File: src/design/pdt_pkg.sv
// Shared types and constants for the prescaled down-counter timer.
// No dependencies; compile first.
`default_nettype none

package pdt_pkg;

	localparam int COUNT_WIDTH = 16;
	localparam int READ_WIDTH  = 16;
	localparam int PS_WIDTH    = 12;
	localparam int ADDR_WIDTH  = 8;
	localparam int DATA_WIDTH  = 32;
	// internal read bus: wide enough for the counter and for the read port
	localparam int RD_WIDTH    = (COUNT_WIDTH > READ_WIDTH) ? COUNT_WIDTH : READ_WIDTH;

	typedef enum logic [1:0] {
		CMD_TICK  = 2'd0,
		CMD_READ  = 2'd1,
		CMD_WRITE = 2'd2,
		CMD_NONE  = 2'd3
	} cmd_t;

	localparam logic [ADDR_WIDTH-1:0] ADDR_LOAD  = 8'd0;
	localparam logic [ADDR_WIDTH-1:0] ADDR_VALUE = 8'd1;
	localparam logic [ADDR_WIDTH-1:0] ADDR_CTRL  = 8'd2;
	localparam logic [ADDR_WIDTH-1:0] ADDR_CLEAR = 8'd3;
	localparam logic [ADDR_WIDTH-1:0] ADDR_RSVD  = 8'd4;

	localparam int CTRL_EN_BIT  = 7;
	localparam int CTRL_PER_BIT = 6;
	localparam int CTRL_PS_LSB  = 2;

	typedef struct packed {
		cmd_t                  cmd;
		logic [ADDR_WIDTH-1:0] reg_addr;
		logic [DATA_WIDTH-1:0] write_value;
	} req_t;

	typedef struct packed {
		logic [READ_WIDTH-1:0] read_value;
		logic                  access_status;
		logic                  irq_level;
	} rsp_t;

endpackage

`default_nettype wire

File: src/design/pdt_req_if.sv
// Request channel of the timer: tick, register read or register write.
// Depends on pdt_pkg.
`default_nettype none

interface pdt_req_if;
	import pdt_pkg::*;

	logic                  valid;
	logic                  ready;
	logic [1:0]            cmd;
	logic [ADDR_WIDTH-1:0] reg_addr;
	logic [DATA_WIDTH-1:0] write_value;

	modport source (output valid, cmd, reg_addr, write_value, input ready);
	modport sink   (input valid, cmd, reg_addr, write_value, output ready);
endinterface

`default_nettype wire

File: src/design/pdt_rsp_if.sv
// Response channel of the timer: read data, access status, interrupt level.
// Depends on pdt_pkg.
`default_nettype none

interface pdt_rsp_if;
	import pdt_pkg::*;

	logic                  valid;
	logic                  ready;
	logic [READ_WIDTH-1:0] read_value;
	logic                  access_status;
	logic                  irq_level;

	modport source (output valid, read_value, access_status, irq_level, input ready);
	modport sink   (input valid, read_value, access_status, irq_level, output ready);
endinterface

`default_nettype wire

File: src/design/pdt_core.sv
// Timer state, prescaler and register decode. One transaction per step.
// Depends on pdt_pkg.
`default_nettype none

module pdt_core (
	input  logic          clk,
	input  logic          arst_n,
	input  logic          step,
	input  pdt_pkg::req_t item,
	output pdt_pkg::rsp_t result
);
	import pdt_pkg::*;

	logic [COUNT_WIDTH-1:0] count_q, count_d;
	logic [COUNT_WIDTH-1:0] reload_q, reload_d;
	logic                   run_en_q, run_en_d;
	logic                   periodic_q, periodic_d;
	logic [1:0]             ps_sel_q, ps_sel_d;
	logic [PS_WIDTH-1:0]    ps_cnt_q, ps_cnt_d;
	logic                   irq_q, irq_d;

	logic [PS_WIDTH-1:0]    ps_mask;
	logic [PS_WIDTH-1:0]    ps_next;
	logic [COUNT_WIDTH-1:0] count_dec;
	logic [RD_WIDTH-1:0]    rd;
	logic                   status;

	// divide by 16^sel: low 4*sel bits of the prescaler must roll over
	assign ps_mask   = ~({PS_WIDTH{1'b1}} << {ps_sel_q, 2'b00});
	assign ps_next   = ps_cnt_q + 1'b1;
	assign count_dec = count_q - 1'b1;

	always_comb begin
		count_d    = count_q;
		reload_d   = reload_q;
		run_en_d   = run_en_q;
		periodic_d = periodic_q;
		ps_sel_d   = ps_sel_q;
		ps_cnt_d   = ps_cnt_q;
		irq_d      = irq_q;
		rd         = '0;
		status     = 1'b0;

		case (item.cmd)
			CMD_TICK: begin
				if (run_en_q) begin
					if ((ps_next & ps_mask) == '0) begin
						ps_cnt_d = '0;
						if (count_dec == '0) begin
							if (periodic_q) begin
								count_d = reload_q;
								irq_d   = 1'b1;
							end else begin
								count_d = '1;
							end
						end else begin
							count_d = count_dec;
						end
					end else begin
						ps_cnt_d = ps_next;
					end
				end
			end
			CMD_READ: begin
				case (item.reg_addr)
					ADDR_LOAD:  rd = RD_WIDTH'(reload_q);
					ADDR_VALUE: rd = RD_WIDTH'(count_q);
					ADDR_CTRL:  rd = RD_WIDTH'({run_en_q, periodic_q, 2'b00, ps_sel_q, 2'b00});
					ADDR_CLEAR: rd = '0;
					ADDR_RSVD:  rd = '0;
					default:    status = 1'b1;
				endcase
			end
			CMD_WRITE: begin
				case (item.reg_addr)
					ADDR_LOAD: begin
						reload_d = item.write_value[COUNT_WIDTH-1:0];
						count_d  = item.write_value[COUNT_WIDTH-1:0];
					end
					ADDR_VALUE: ;
					ADDR_CTRL: begin
						ps_sel_d   = item.write_value[CTRL_PS_LSB +: 2];
						run_en_d   = item.write_value[CTRL_EN_BIT];
						periodic_d = item.write_value[CTRL_PER_BIT];
					end
					ADDR_CLEAR: irq_d = 1'b0;
					ADDR_RSVD:  ;
					default:    status = 1'b1;
				endcase
			end
			default: ;
		endcase
	end

	assign result.read_value    = rd[READ_WIDTH-1:0];
	assign result.access_status = status;
	assign result.irq_level     = irq_d;

	always_ff @(posedge clk or negedge arst_n) begin
		if (!arst_n) begin
			count_q    <= '0;
			reload_q   <= '0;
			run_en_q   <= 1'b0;
			periodic_q <= 1'b0;
			ps_sel_q   <= '0;
			ps_cnt_q   <= '0;
			irq_q      <= 1'b0;
		end else if (step) begin
			count_q    <= count_d;
			reload_q   <= reload_d;
			run_en_q   <= run_en_d;
			periodic_q <= periodic_d;
			ps_sel_q   <= ps_sel_d;
			ps_cnt_q   <= ps_cnt_d;
			irq_q      <= irq_d;
		end
	end

endmodule

`default_nettype wire

File: src/design/prescaled_down_counter_timer_unit.sv
// Each result passes the input register, then the result register, after its
// request is accepted, and is held back only while rsp is stalled.
// Throughput: one transaction per cycle while rsp is not stalled; the timer update
// is a single decrement and compare in pdt_core between the two registers.
// Reset: arst_n clears the pipeline valids and all timer state (counter,
// load value, control fields, prescaler, interrupt) at once.
`default_nettype none

module prescaled_down_counter_timer_unit (
	input  logic        clk,
	input  logic        arst_n,
	pdt_req_if.sink     req,
	pdt_rsp_if.source   rsp
);
	import pdt_pkg::*;

	logic  s1_valid_q;
	req_t  item_s1;
	logic  s1_adv;
	logic  rsp_valid_q;
	rsp_t  rsp_q;
	rsp_t  result;
	req_t  req_item;

	assign req_item.cmd         = cmd_t'(req.cmd);
	assign req_item.reg_addr    = req.reg_addr;
	assign req_item.write_value = req.write_value;

	// stage 1 moves on whenever the result register is free or being emptied
	assign s1_adv    = s1_valid_q && (!rsp_valid_q || rsp.ready);
	assign req.ready = !s1_valid_q || s1_adv;

	always_ff @(posedge clk or negedge arst_n) begin
		if (!arst_n) begin
			s1_valid_q <= 1'b0;
		end else if (req.valid && req.ready) begin
			s1_valid_q <= 1'b1;
		end else if (s1_adv) begin
			s1_valid_q <= 1'b0;
		end
	end

	always_ff @(posedge clk) begin
		if (req.valid && req.ready) begin
			item_s1 <= req_item;
		end
	end

	pdt_core u_core (
		.clk    (clk),
		.arst_n (arst_n),
		.step   (s1_adv),
		.item   (item_s1),
		.result (result)
	);

	always_ff @(posedge clk or negedge arst_n) begin
		if (!arst_n) begin
			rsp_valid_q <= 1'b0;
		end else if (s1_adv) begin
			rsp_valid_q <= 1'b1;
		end else if (rsp.ready) begin
			rsp_valid_q <= 1'b0;
		end
	end

	always_ff @(posedge clk) begin
		if (s1_adv) begin
			rsp_q <= result;
		end
	end

	assign rsp.valid         = rsp_valid_q;
	assign rsp.read_value    = rsp_q.read_value;
	assign rsp.access_status = rsp_q.access_status;
	assign rsp.irq_level     = rsp_q.irq_level;

endmodule

`default_nettype wire

File: src/flat_wrapper.sv
// flat-port wrapper written by rule: the top's interface ports become plain ports
module prescaled_down_counter_timer_unit_flat import pdt_pkg::*;
  (clk, arst_n, req_valid, req_cmd, req_reg_addr, req_write_value, req_ready, rsp_valid, rsp_read_value, rsp_access_status, rsp_irq_level, rsp_ready);
  pdt_req_if req_i ();
  pdt_rsp_if rsp_i ();
  input  logic clk;
  input  logic arst_n;
  input wire logic [$bits(req_i.valid)-1:0] req_valid;
  input wire logic [$bits(req_i.cmd)-1:0] req_cmd;
  input wire logic [$bits(req_i.reg_addr)-1:0] req_reg_addr;
  input wire logic [$bits(req_i.write_value)-1:0] req_write_value;
  output wire logic [$bits(req_i.ready)-1:0] req_ready;
  output wire logic [$bits(rsp_i.valid)-1:0] rsp_valid;
  output wire logic [$bits(rsp_i.read_value)-1:0] rsp_read_value;
  output wire logic [$bits(rsp_i.access_status)-1:0] rsp_access_status;
  output wire logic [$bits(rsp_i.irq_level)-1:0] rsp_irq_level;
  input wire logic [$bits(rsp_i.ready)-1:0] rsp_ready;
  assign req_i.valid = req_valid;
  assign req_i.cmd = req_cmd;
  assign req_i.reg_addr = req_reg_addr;
  assign req_i.write_value = req_write_value;
  assign req_ready = req_i.ready;
  assign rsp_valid = rsp_i.valid;
  assign rsp_read_value = rsp_i.read_value;
  assign rsp_access_status = rsp_i.access_status;
  assign rsp_irq_level = rsp_i.irq_level;
  assign rsp_i.ready = rsp_ready;
  prescaled_down_counter_timer_unit u_core (.clk(clk), .arst_n(arst_n), .req(req_i), .rsp(rsp_i));
endmodule
File: config.mk
export PLATFORM = sky130hd
export DESIGN_NAME = prescaled_down_counter_timer_unit_flat
export DESIGN_NICKNAME = d
export VERILOG_FILES = /design/src/design/pdt_pkg.sv /design/src/design/pdt_req_if.sv /design/src/design/pdt_rsp_if.sv /design/src/design/pdt_core.sv /design/src/design/prescaled_down_counter_timer_unit.sv /design/src/flat_wrapper.sv
export SDC_FILE = /design/constraint.sdc
export NUM_CORES = 1
export LEC_CHECK = 0
export BUFFER_PORTS_ARGS = -buffer_cell sky130_fd_sc_hd__clkbuf_2
export CAP_MARGIN = 5
export CORE_ASPECT_RATIO = 1.25
export CORE_MARGIN = 2
export CORE_UTILIZATION = 30
export CTS_BUF_LIST = sky130_fd_sc_hd__clkbuf_4
export DETAILED_ROUTE_END_ITERATION = 6
export PLACE_DENSITY = 0.54
export SYNTH_ARGS = -nofsm -noshare
export SYNTH_HDL_FRONTEND = slang
export SYNTH_HIERARCHICAL = 1
export SYNTH_SLANG_ARGS = --single-unit
File: constraint.sdc
create_clock -name clk -period 5.4 [get_ports clk]
set_clock_uncertainty 0.05 [all_clocks]
set_input_delay 0 -clock clk [delete_from_list [all_inputs] [get_ports clk]]
set_output_delay 0 -clock clk [all_outputs]
set_load 0.01 [all_outputs]
# ---- After elaboration in Yosys (flattened, before gate mapping)
# Cells that the tools add are included.
dict set report op_classes {
  addsub 2
  eq_ne 9
  n_shift 1
  mux 19
  bitwise_logic 2
  n_reduce_logical 19
}
# op count
set op_table {}
lappend op_table {{16-bit 2-to-1 mux} 5}
lappend op_table {{16-bit case mux with 3 select lines} 1}
lappend op_table {{16-bit case mux with 2 select lines} 1}
lappend op_table {{8-bit by 2-bit equality test with 1-bit output, second input constant} 2}
lappend op_table {{16-bit logical NOT} 1}
lappend op_table {{16-bit by 1-bit subtractor with 16-bit output, second input constant} 1}
lappend op_table {{12-bit by 1-bit adder with 12-bit output, second input constant} 1}
lappend op_table {{12-bit bitwise AND} 1}
lappend op_table {{12-bit logical NOT} 1}
lappend op_table {{12-bit 2-to-1 mux} 1}
lappend op_table {{12-bit inverter} 1}
lappend op_table {{12-bit by 4-bit << shifter with 12-bit output, first input constant} 1}
lappend op_table {{1-bit 2-to-1 mux} 10}
lappend op_table {{3-bit AND reduction} 3}
lappend op_table {{8-bit by 1-bit equality test with 1-bit output, second input constant} 1}
lappend op_table {{8-bit by 3-bit equality test with 1-bit output, second input constant} 1}
lappend op_table {{8-bit logical NOT} 1}
lappend op_table {{2-bit inequality test, second input constant} 3}
lappend op_table {{2-bit nonzero test} 3}
lappend op_table {{5-bit AND reduction} 1}
lappend op_table {{5-bit OR reduction} 1}
lappend op_table {{2-bit by 1-bit equality test with 1-bit output, second input constant} 1}
lappend op_table {{2-bit equality test, second input constant} 1}
lappend op_table {{1-bit logical AND} 2}
lappend op_table {{other kinds (5)} 7}
dict set report totals {
  reg_bits 95
  in_bits 46
  elab_cells 67
}

# ---- Longest topological paths before layout
# Gate-level depths: netlist of run 1.
dict set report depth {
  depth_word 7
  depth_mapped 11
}

# ---- Modules after synthesis
# Netlist of run 1, hierarchy kept.
# module n_inst cells_per_inst area_per_inst_um2 seq_area_each_um2
set by_module_without_submodules {}
lappend by_module_without_submodules {pdt_core 1 430 3604.7 1226.2}
lappend by_module_without_submodules {prescaled_down_counter_timer_unit 1 68 1905.6 1851.8}

# ---- Least setup slack after synthesis of run 1
# OpenSTA, ideal clock, no wires.
dict set report synth_timing {
  path_type {flip-flop to flip-flop}
  start {register u_core.rsp_valid_q, in the netlist u_core/rsp.valid}
  end {register u_core.u_core.count_q[14]}
  setup_ps 120
  t_arrival_ps 3028
  setup_slack_ps 2202
  path_stages_with_launch 11
  n_path_buf 1
  cell_sequence {dfrtp_1 -> nand2b_1 -> and2_1 -> or4bb_1 -> nor4_2 -> a31oi_1 -> nor4b_2 -> a21o_1 -> buf_2 -> nand4_1 -> o211a_1}
}
dict set report synth_via {
  elab_chain_len 4
}
# item line_no
set synth_rtl {}
lappend synth_rtl {{start: declaration} prescaled_down_counter_timer_unit.sv:20} ;# logic rsp_valid_q;
lappend synth_rtl {{start signal: assignment} prescaled_down_counter_timer_unit.sv:59} ;# rsp_valid_q <= 1'b0;
lappend synth_rtl {{start signal: assignment} prescaled_down_counter_timer_unit.sv:61} ;# rsp_valid_q <= 1'b1;
lappend synth_rtl {{start signal: assignment} prescaled_down_counter_timer_unit.sv:63} ;# rsp_valid_q <= 1'b0;
lappend synth_rtl {{1-bit logical NOT} prescaled_down_counter_timer_unit.sv:30} ;# assign s1_adv = s1_valid_q && (!rsp_valid_q || rsp.ready);
lappend synth_rtl {{1-bit logical OR} prescaled_down_counter_timer_unit.sv:30}
lappend synth_rtl {{1-bit logical AND} prescaled_down_counter_timer_unit.sv:30}
lappend synth_rtl {{net u_core.s1_adv} prescaled_down_counter_timer_unit.sv:19} ;# logic s1_adv;
lappend synth_rtl {{5-bit AND reduction (no line)} --}
lappend synth_rtl {{end signal: assignment} pdt_core.sv:109} ;# count_q <= count_d;
lappend synth_rtl {{end: declaration} pdt_core.sv:14} ;# logic [COUNT_WIDTH-1:0] count_q, count_d;
# The timed path passes the listed nets, and every way through them passes these cells.
# A chain may end at the register's enable or synchronous reset.

# ---- Final worst setup path of run 1
dict set report layout_timing {
  start {register u_core/item_s1[40] in the netlist's numbering}
  end {register u_core.u_core.count_q[12]}
}
dict set report layout_via {
  elab_chain_len 3
}
# item line_no
set layout_rtl {}
lappend layout_rtl {{start: declaration} prescaled_down_counter_timer_unit.sv:18} ;# req_t item_s1;
lappend layout_rtl {{start signal: assignment} prescaled_down_counter_timer_unit.sv:45} ;# item_s1 <= req_item;
lappend layout_rtl {{2-bit equality test / 2-bit logical NOT (equally long branches)} pdt_core.sv:44} ;# case (item.cmd)
lappend layout_rtl {{2-bit inequality test (no line) / 2-bit nonzero test (equally long branches)} --}
lappend layout_rtl {{5-bit AND reduction (no line)} --}
# Several ways; a longest one is shown, not always the timed one.

==> results of run 1 <==
worst max-delay path, stage by stage, from the launching register on:
cell and delay, ns:
edfxtp_1 0.42, inv_1 0.10, ha_1 0.79, or4bb_1 0.47, nor4_2 0.14, buf_4 0.27, a31oi_1 0.08, nor4b_2 0.34
a21o_1 0.75, mux2_2 0.41
placed cells by master, fill, tap and decap left out, drive strengths merged, types with 4 or more instances in the layout:
| master | n |
|---|---|
| a31oi | 4 |
| nor4b | 10 |
| or3 | 5 |
| a21o | 4 |
| ha | 6 |
| dfrtp | 51 |
| a211oi | 4 |
| nand2 | 64 |
| nand3 | 11 |
| edfxtp | 44 |
| clkinv | 4 |
| nor3b | 4 |
| nor2b | 5 |
| mux2i | 21 |
| buf | 6 |
| clkbuf | 58 |
| a211o | 4 |
| nand2b | 12 |
| xnor2 | 4 |
| nor3 | 11 |
| nor2 | 50 |
| a21oi | 18 |
| a22o | 6 |
| nand4 | 5 |
| and3 | 8 |
| dlygate4sd3 | 30 |
| a311oi | 4 |
| and2 | 5 |
| o21ai | 33 |
| inv | 10 |
| nor4 | 5 |
| mux2 | 5 |
power breakdown:
| group | internal, mW | total (mW) | switching [mW] |
|---|---|---|---|
| registers | 0.791 | 0.815 | 0.0240 |
| clock network | 0.232 | 0.475 | 0.244 |
| logic | 0.0872 | 0.206 | 0.118 |
| total | 1.11 | 1.50 | 0.386 |
cell type report:
class / count / area (sq um) / area share
antenna: 1 / 2.50 / 0.000425
sequential: 95 / 2600 / 0.441
timing repair buffer: 85 / 591 / 0.100
clock buffer: 9 / 67.6 / 0.0115
clock inverter: 7 / 111 / 0.0189
multi-input combinational: 344 / 2220 / 0.376
inverter: 10 / 37.5 / 0.00637
tap: 216 / 270 / 0.0459
sequential cells by signal (all words and copies together), names as in the netlist:
signal,count
u_core/u_core/run_en_q,1
u_core/rsp.valid,1
u_core/rsp.irq_level,1
u_core/u_core/reload_q,16
u_core/u_core/irq_q,1
u_core/u_core/count_q,16
u_core/u_core/ps_cnt_q,12
u_core/item_s1,26
u_core/rsp.access_status,1
u_core/u_core/ps_sel_q,2
u_core/s1_valid_q,1
u_core/u_core/periodic_q,1
u_core/rsp.read_value,16
through the flow:
step	std cells	instance area, sq um	setup WS (ns)
final	767	5890	1.50
after detailed placement	720	5410	1.47
after global placement	720	5410	1.50
after CTS	766	5890	1.46
after floorplan	482	5030	2.20
after global routing	767	5890	1.20
layer usage:
metal,track usage,up-vias
li1,-,1875
met1,0.180,1883
met2,0.245,72
met3,0.0245,14
met4,0.0529,0
met5,0,-
final timing paths:
kind | cells after the start | from | slack [ns] | to
min | 3 | arst_n | 0.14 | u_core/u_core/reload_q[11]
max reg2reg | 9 | u_core/item_s1[40] | 1.50 | u_core/u_core/count_q[12]
min reg2reg | 2 | u_core/item_s1[11] | 0.43 | u_core/u_core/reload_q[11]
max | 9 | u_core/item_s1[40] | 1.50 | u_core/u_core/count_q[12]
min in group clk | 2 | req_write_value[10] | 0.20 | u_core/item_s1[10]
max in group asynchronous | 3 | arst_n | 4.68 | u_core/u_core/ps_cnt_q[2]
==> metrics.csv, run 1 <==
metric,value,unit
finalHoldViolations,0,
drt_iter0_drc,268,
tns,0,ns
p_leak,2.49,nW
fin_crit,3.90,ns
dieWidth,120,um
cts_setup_buffers,0,
layout-drive-gt1-share,0.187,
p_per_area,254,nW/um^2
min_path_type,in2async,
track_usage,0.143,
highest_layer,met4,
utilization,0.361,
wl_met3,471,um
setup_viol,0,
worstPathMaxFanout,23,
slew_viol_final,0,
hold_ws,0.142,ns
placement.io_buffers,49,
final_antenna_net_count,0,
worstSetupStartpointType,register,
totalPowerFinal,1.50,mW
cts_made_buffers,9,
htreeDepth,3,
cts.sinks,95,
antenna_found_initial,1,
synthesis.area,5030,sq um
cp.required,5.70,ns
cts_hold_buf,30,
fmax,256,MHz
clockRootBuffer,clkbuf_4,
synth_fp_nets,534,
fillCellCount,1609,
endpoint_kind,register,
viasPerCell,5.01,
status,"complete, no violations",
pin_count,66,
rsz0062_at_grt,false,
start_util,0.308,
clock_latency,0.45,ns
drc,0,
gp_congestion,0.849,
yosysWarnings,6,
routedWlPerCell,15.7,um
tightestPinTransition,0.955,ns
fin_crit_sh,0.722,
wl_met1,5.29,mm
core_area,16300,sq um
grt.overflow.total,0,
vias,3844,
fin_nets,597,
grt_max_degree,52,
grt_pass1_vias,3912,
grt_first_pass_wirelength,20.1,mm
die_h,149,um
area_growth,17.2,%
cts_resized,0,
maxCapViolCount,0,
synth_area_per_cell,10.4,sq um
ir_drop,0.127,mV
arrival,4.20,ns
wl_met2,6.11,mm
dr.pass1.iters,4,
dp_hpwl,8.20,mm
clk_pin_slew,0.16,ns
ctsLongestPathBuffers,2,
wl,12.1,mm
synthCells,482,
criticalPathCategory,reg2reg,
slew_headroom,0.364,
tritoncts,built,
fp.dieArea,17800,sq um
row_count,52,
Power figures use the tool's default switching activity.
==> inputs of run 2 (changes only) <==
==> constraint.sdc (replaced) <==
create_clock -name clk -period 3.6 [get_ports clk]
set_clock_uncertainty 0.05 [all_clocks]
set_input_delay 0 -clock clk [delete_from_list [all_inputs] [get_ports clk]]
set_output_delay 0 -clock clk [all_outputs]
set_load 0.01 [all_outputs]
==> run 2 against run 1 <==
Routed wire length rose by 4.1%. Via count up 2.3%. Maximum frequency increased by 25%. Non-clock buffer count rose by 5. Largest power group unchanged. Die area is the same. Sequential share of layout area barely moved.
==> metrics.csv, run 2 (synthesis results as in run 1) <==
metric,value,unit,change
rsz0062_at_grt,false,,unchanged
drc,0,,unchanged
ir_drop,0.160,mV,was 0.127 mV
routedWlPerCell,16.2,um,was 15.7 um
largest_register,u_core/item_s1,,unchanged
fmax,321,MHz,was 256 MHz
switching_share,0.270,,was 0.258
clockRootBuffer,clkbuf_4,,unchanged
tightestPinTransition,0.722,ns,was 0.955 ns
viasPerCell,5.09,,was 5.01
r2r_cells,10,,was 9
die_h,149,um,unchanged
final_antenna_net_count,0,,unchanged
finalHoldViolations,0,,unchanged
pin_count,66,,unchanged
endpoint_kind,register,,unchanged
worstSetupStartpointType,register,,unchanged
grt_pass1_vias,3910,,"was 3,912"
p_per_area,361,nW/um^2,was 254 nW/um^2
power.internal,1.55,mW,was 1.11 mW
largest_register_ffs,26,,unchanged
power_switching,0.576,mW,was 0.386 mW
grt.overflow.total,0,,unchanged
cp.required,3.91,ns,was 5.70 ns
fin_nets,602,,was 597
antenna_found_initial,1,,unchanged
layout_setup_ws,0.486,ns,was 1.50 ns
p_leak,2.50,nW,was 2.49 nW
arrival,3.42,ns,was 4.20 ns
row_count,52,,unchanged
start_util,0.308,,unchanged
drt_iter0_drc,341,,was 268
final_cell_mix,"nand2_1, dfrtp_1, nor2_1",,unchanged
grt_max_degree,28,,was 52
hold_ws,0.0614,ns,was 0.142 ns
tns,0,ns,unchanged
totalPowerFinal,2.13,mW,was 1.50 mW
fin_crit_sh,0.865,,was 0.722
fin_crit,3.11,ns,was 3.90 ns
dp_hpwl,8.50,mm,was 8.20 mm
vias,3932,,"was 3,844"
htreeDepth,3,,unchanged
dieWidth,120,um,unchanged
dp_slack,0.510,ns,was 1.47 ns
dr.pass1.iters,5,,was 4
combPwrFrac,0.148,,was 0.138
maxCapViolCount,0,,unchanged
ctsLongestPathBuffers,2,,unchanged
gp_congestion,0.836,,was 0.849
final_common_cell,nand2_1,,unchanged
clkPwrFrac,0.279,,was 0.318
cts_made_buffers,9,,unchanged
fp.dieArea,17800,sq um,unchanged
layout-drive-gt1-share,0.196,,was 0.187
clock_latency,0.45,ns,about the same
status,"complete, no violations",,unchanged
tritoncts,built,,unchanged
slew_viol_final,0,,unchanged
setup_viol,0,,unchanged
core_area,16300,sq um,unchanged
min_path_type,in2async,,unchanged
wl,12.5,mm,was 12.1 mm
seqPwrFrac,0.573,,was 0.545
cts.sinks,95,,unchanged
placement.io_buffers,49,,unchanged
criticalPathCategory,reg2reg,,unchanged
cts_hold_buf,30,,unchanged
worstPathMaxFanout,9,,was 23
track_usage,0.145,,was 0.143
grt_first_pass_wirelength,20.2,mm,was 20.1 mm
clk_pin_slew,0.16,ns,about the same
cts_resized,0,,unchanged
area_growth,17.1,%,was 17.2%
cts_setup_buffers,0,,unchanged
slew_headroom,0.519,,was 0.364
-- run 2: changes by cell type in the layout (fill, tap and decap cells not counted), sizes merged --
cell    delta
buf        +5
clkbuf     +3
bufinv     -2
clkinv     -1
-- run 2: path summary, 6_finish.rpt --
path                                     startpoint                         to  slack, ns
max in group asynchronous                    arst_n  u_core/u_core/ps_cnt_q[4]       2.59
min reg2reg                       u_core/item_s1[9]  u_core/u_core/reload_q[9]       0.44
max                        u_core/u_core/count_q[0]  u_core/u_core/count_q[11]       0.49
max reg2reg                u_core/u_core/count_q[0]  u_core/u_core/count_q[11]       0.49
min                                          arst_n           u_core/rsp.valid       0.06
min in group clk                 req_write_value[5]          u_core/item_s1[5]       0.20
-- run 2: stage by stage --
| step | instance area [sq um] | std cells | util |
|---|---|---|---|
| floorplan | 5030 | 482 | - |
| global placement | 5450 | 725 | 0.334 |
| detailed placement | 5450 | 725 | 0.334 |
| CTS | 5890 | 771 | 0.360 |
| global route | 5890 | 772 | 0.361 |
| finish | 5890 | 772 | 0.361 |
-- run 2: cell type report --
| type | instances | area, sq um |
|---|---|---|
| Antenna cell | 1 | 2.50 |
| Clock buffer | 12 | 90.1 |
| Clock inverter | 4 | 47.5 |
| Fill cell | 1607 | 10400 |
| Inverter | 10 | 37.5 |
| Multi-Input combinational cell | 344 | 2220 |
| Sequential cell | 95 | 2600 |
| Tap cell | 216 | 270 |
| Timing Repair Buffer | 90 | 628 |
-- run 2: power groups by stage --
stage,Combinational [mW],Sequential [mW],Clock [mW]
floorplan,0.201,1.24,0
detailed placement,0.292,1.24,0
CTS,0.319,1.22,0.618
global placement,0.284,1.24,0
global route,0.348,1.23,0.649
finish,0.315,1.22,0.594
-- run 2: metal layers --
| layer | global-route usage | share of wire | vias up | wire (um) |
|---|---|---|---|---|
| met5 | 0 | 0 | - | 0 |
| met2 | 0.253 | 0.50 | 117 | 6290 |
| met4 | 0.0565 | 0.021 | 0 | 263 |
| met3 | 0.0260 | 0.052 | 21 | 657 |
| li1 | - | - | 1881 | - |
| met1 | 0.178 | 0.42 | 1913 | 5330 |
-- run 2: critical path, stage by stage, from the launching register on --
cell and delay, ns:
dfrtp_1 0.49, inv_1 0.11, ha_1 0.30, or3b_1 0.50, o31ai_1 0.32, nand4_1 0.20
a2111oi_4 0.34, buf_4 0.25, o21ai_1 0.07, nor4b_1 0.15, a211oi_1 0.26
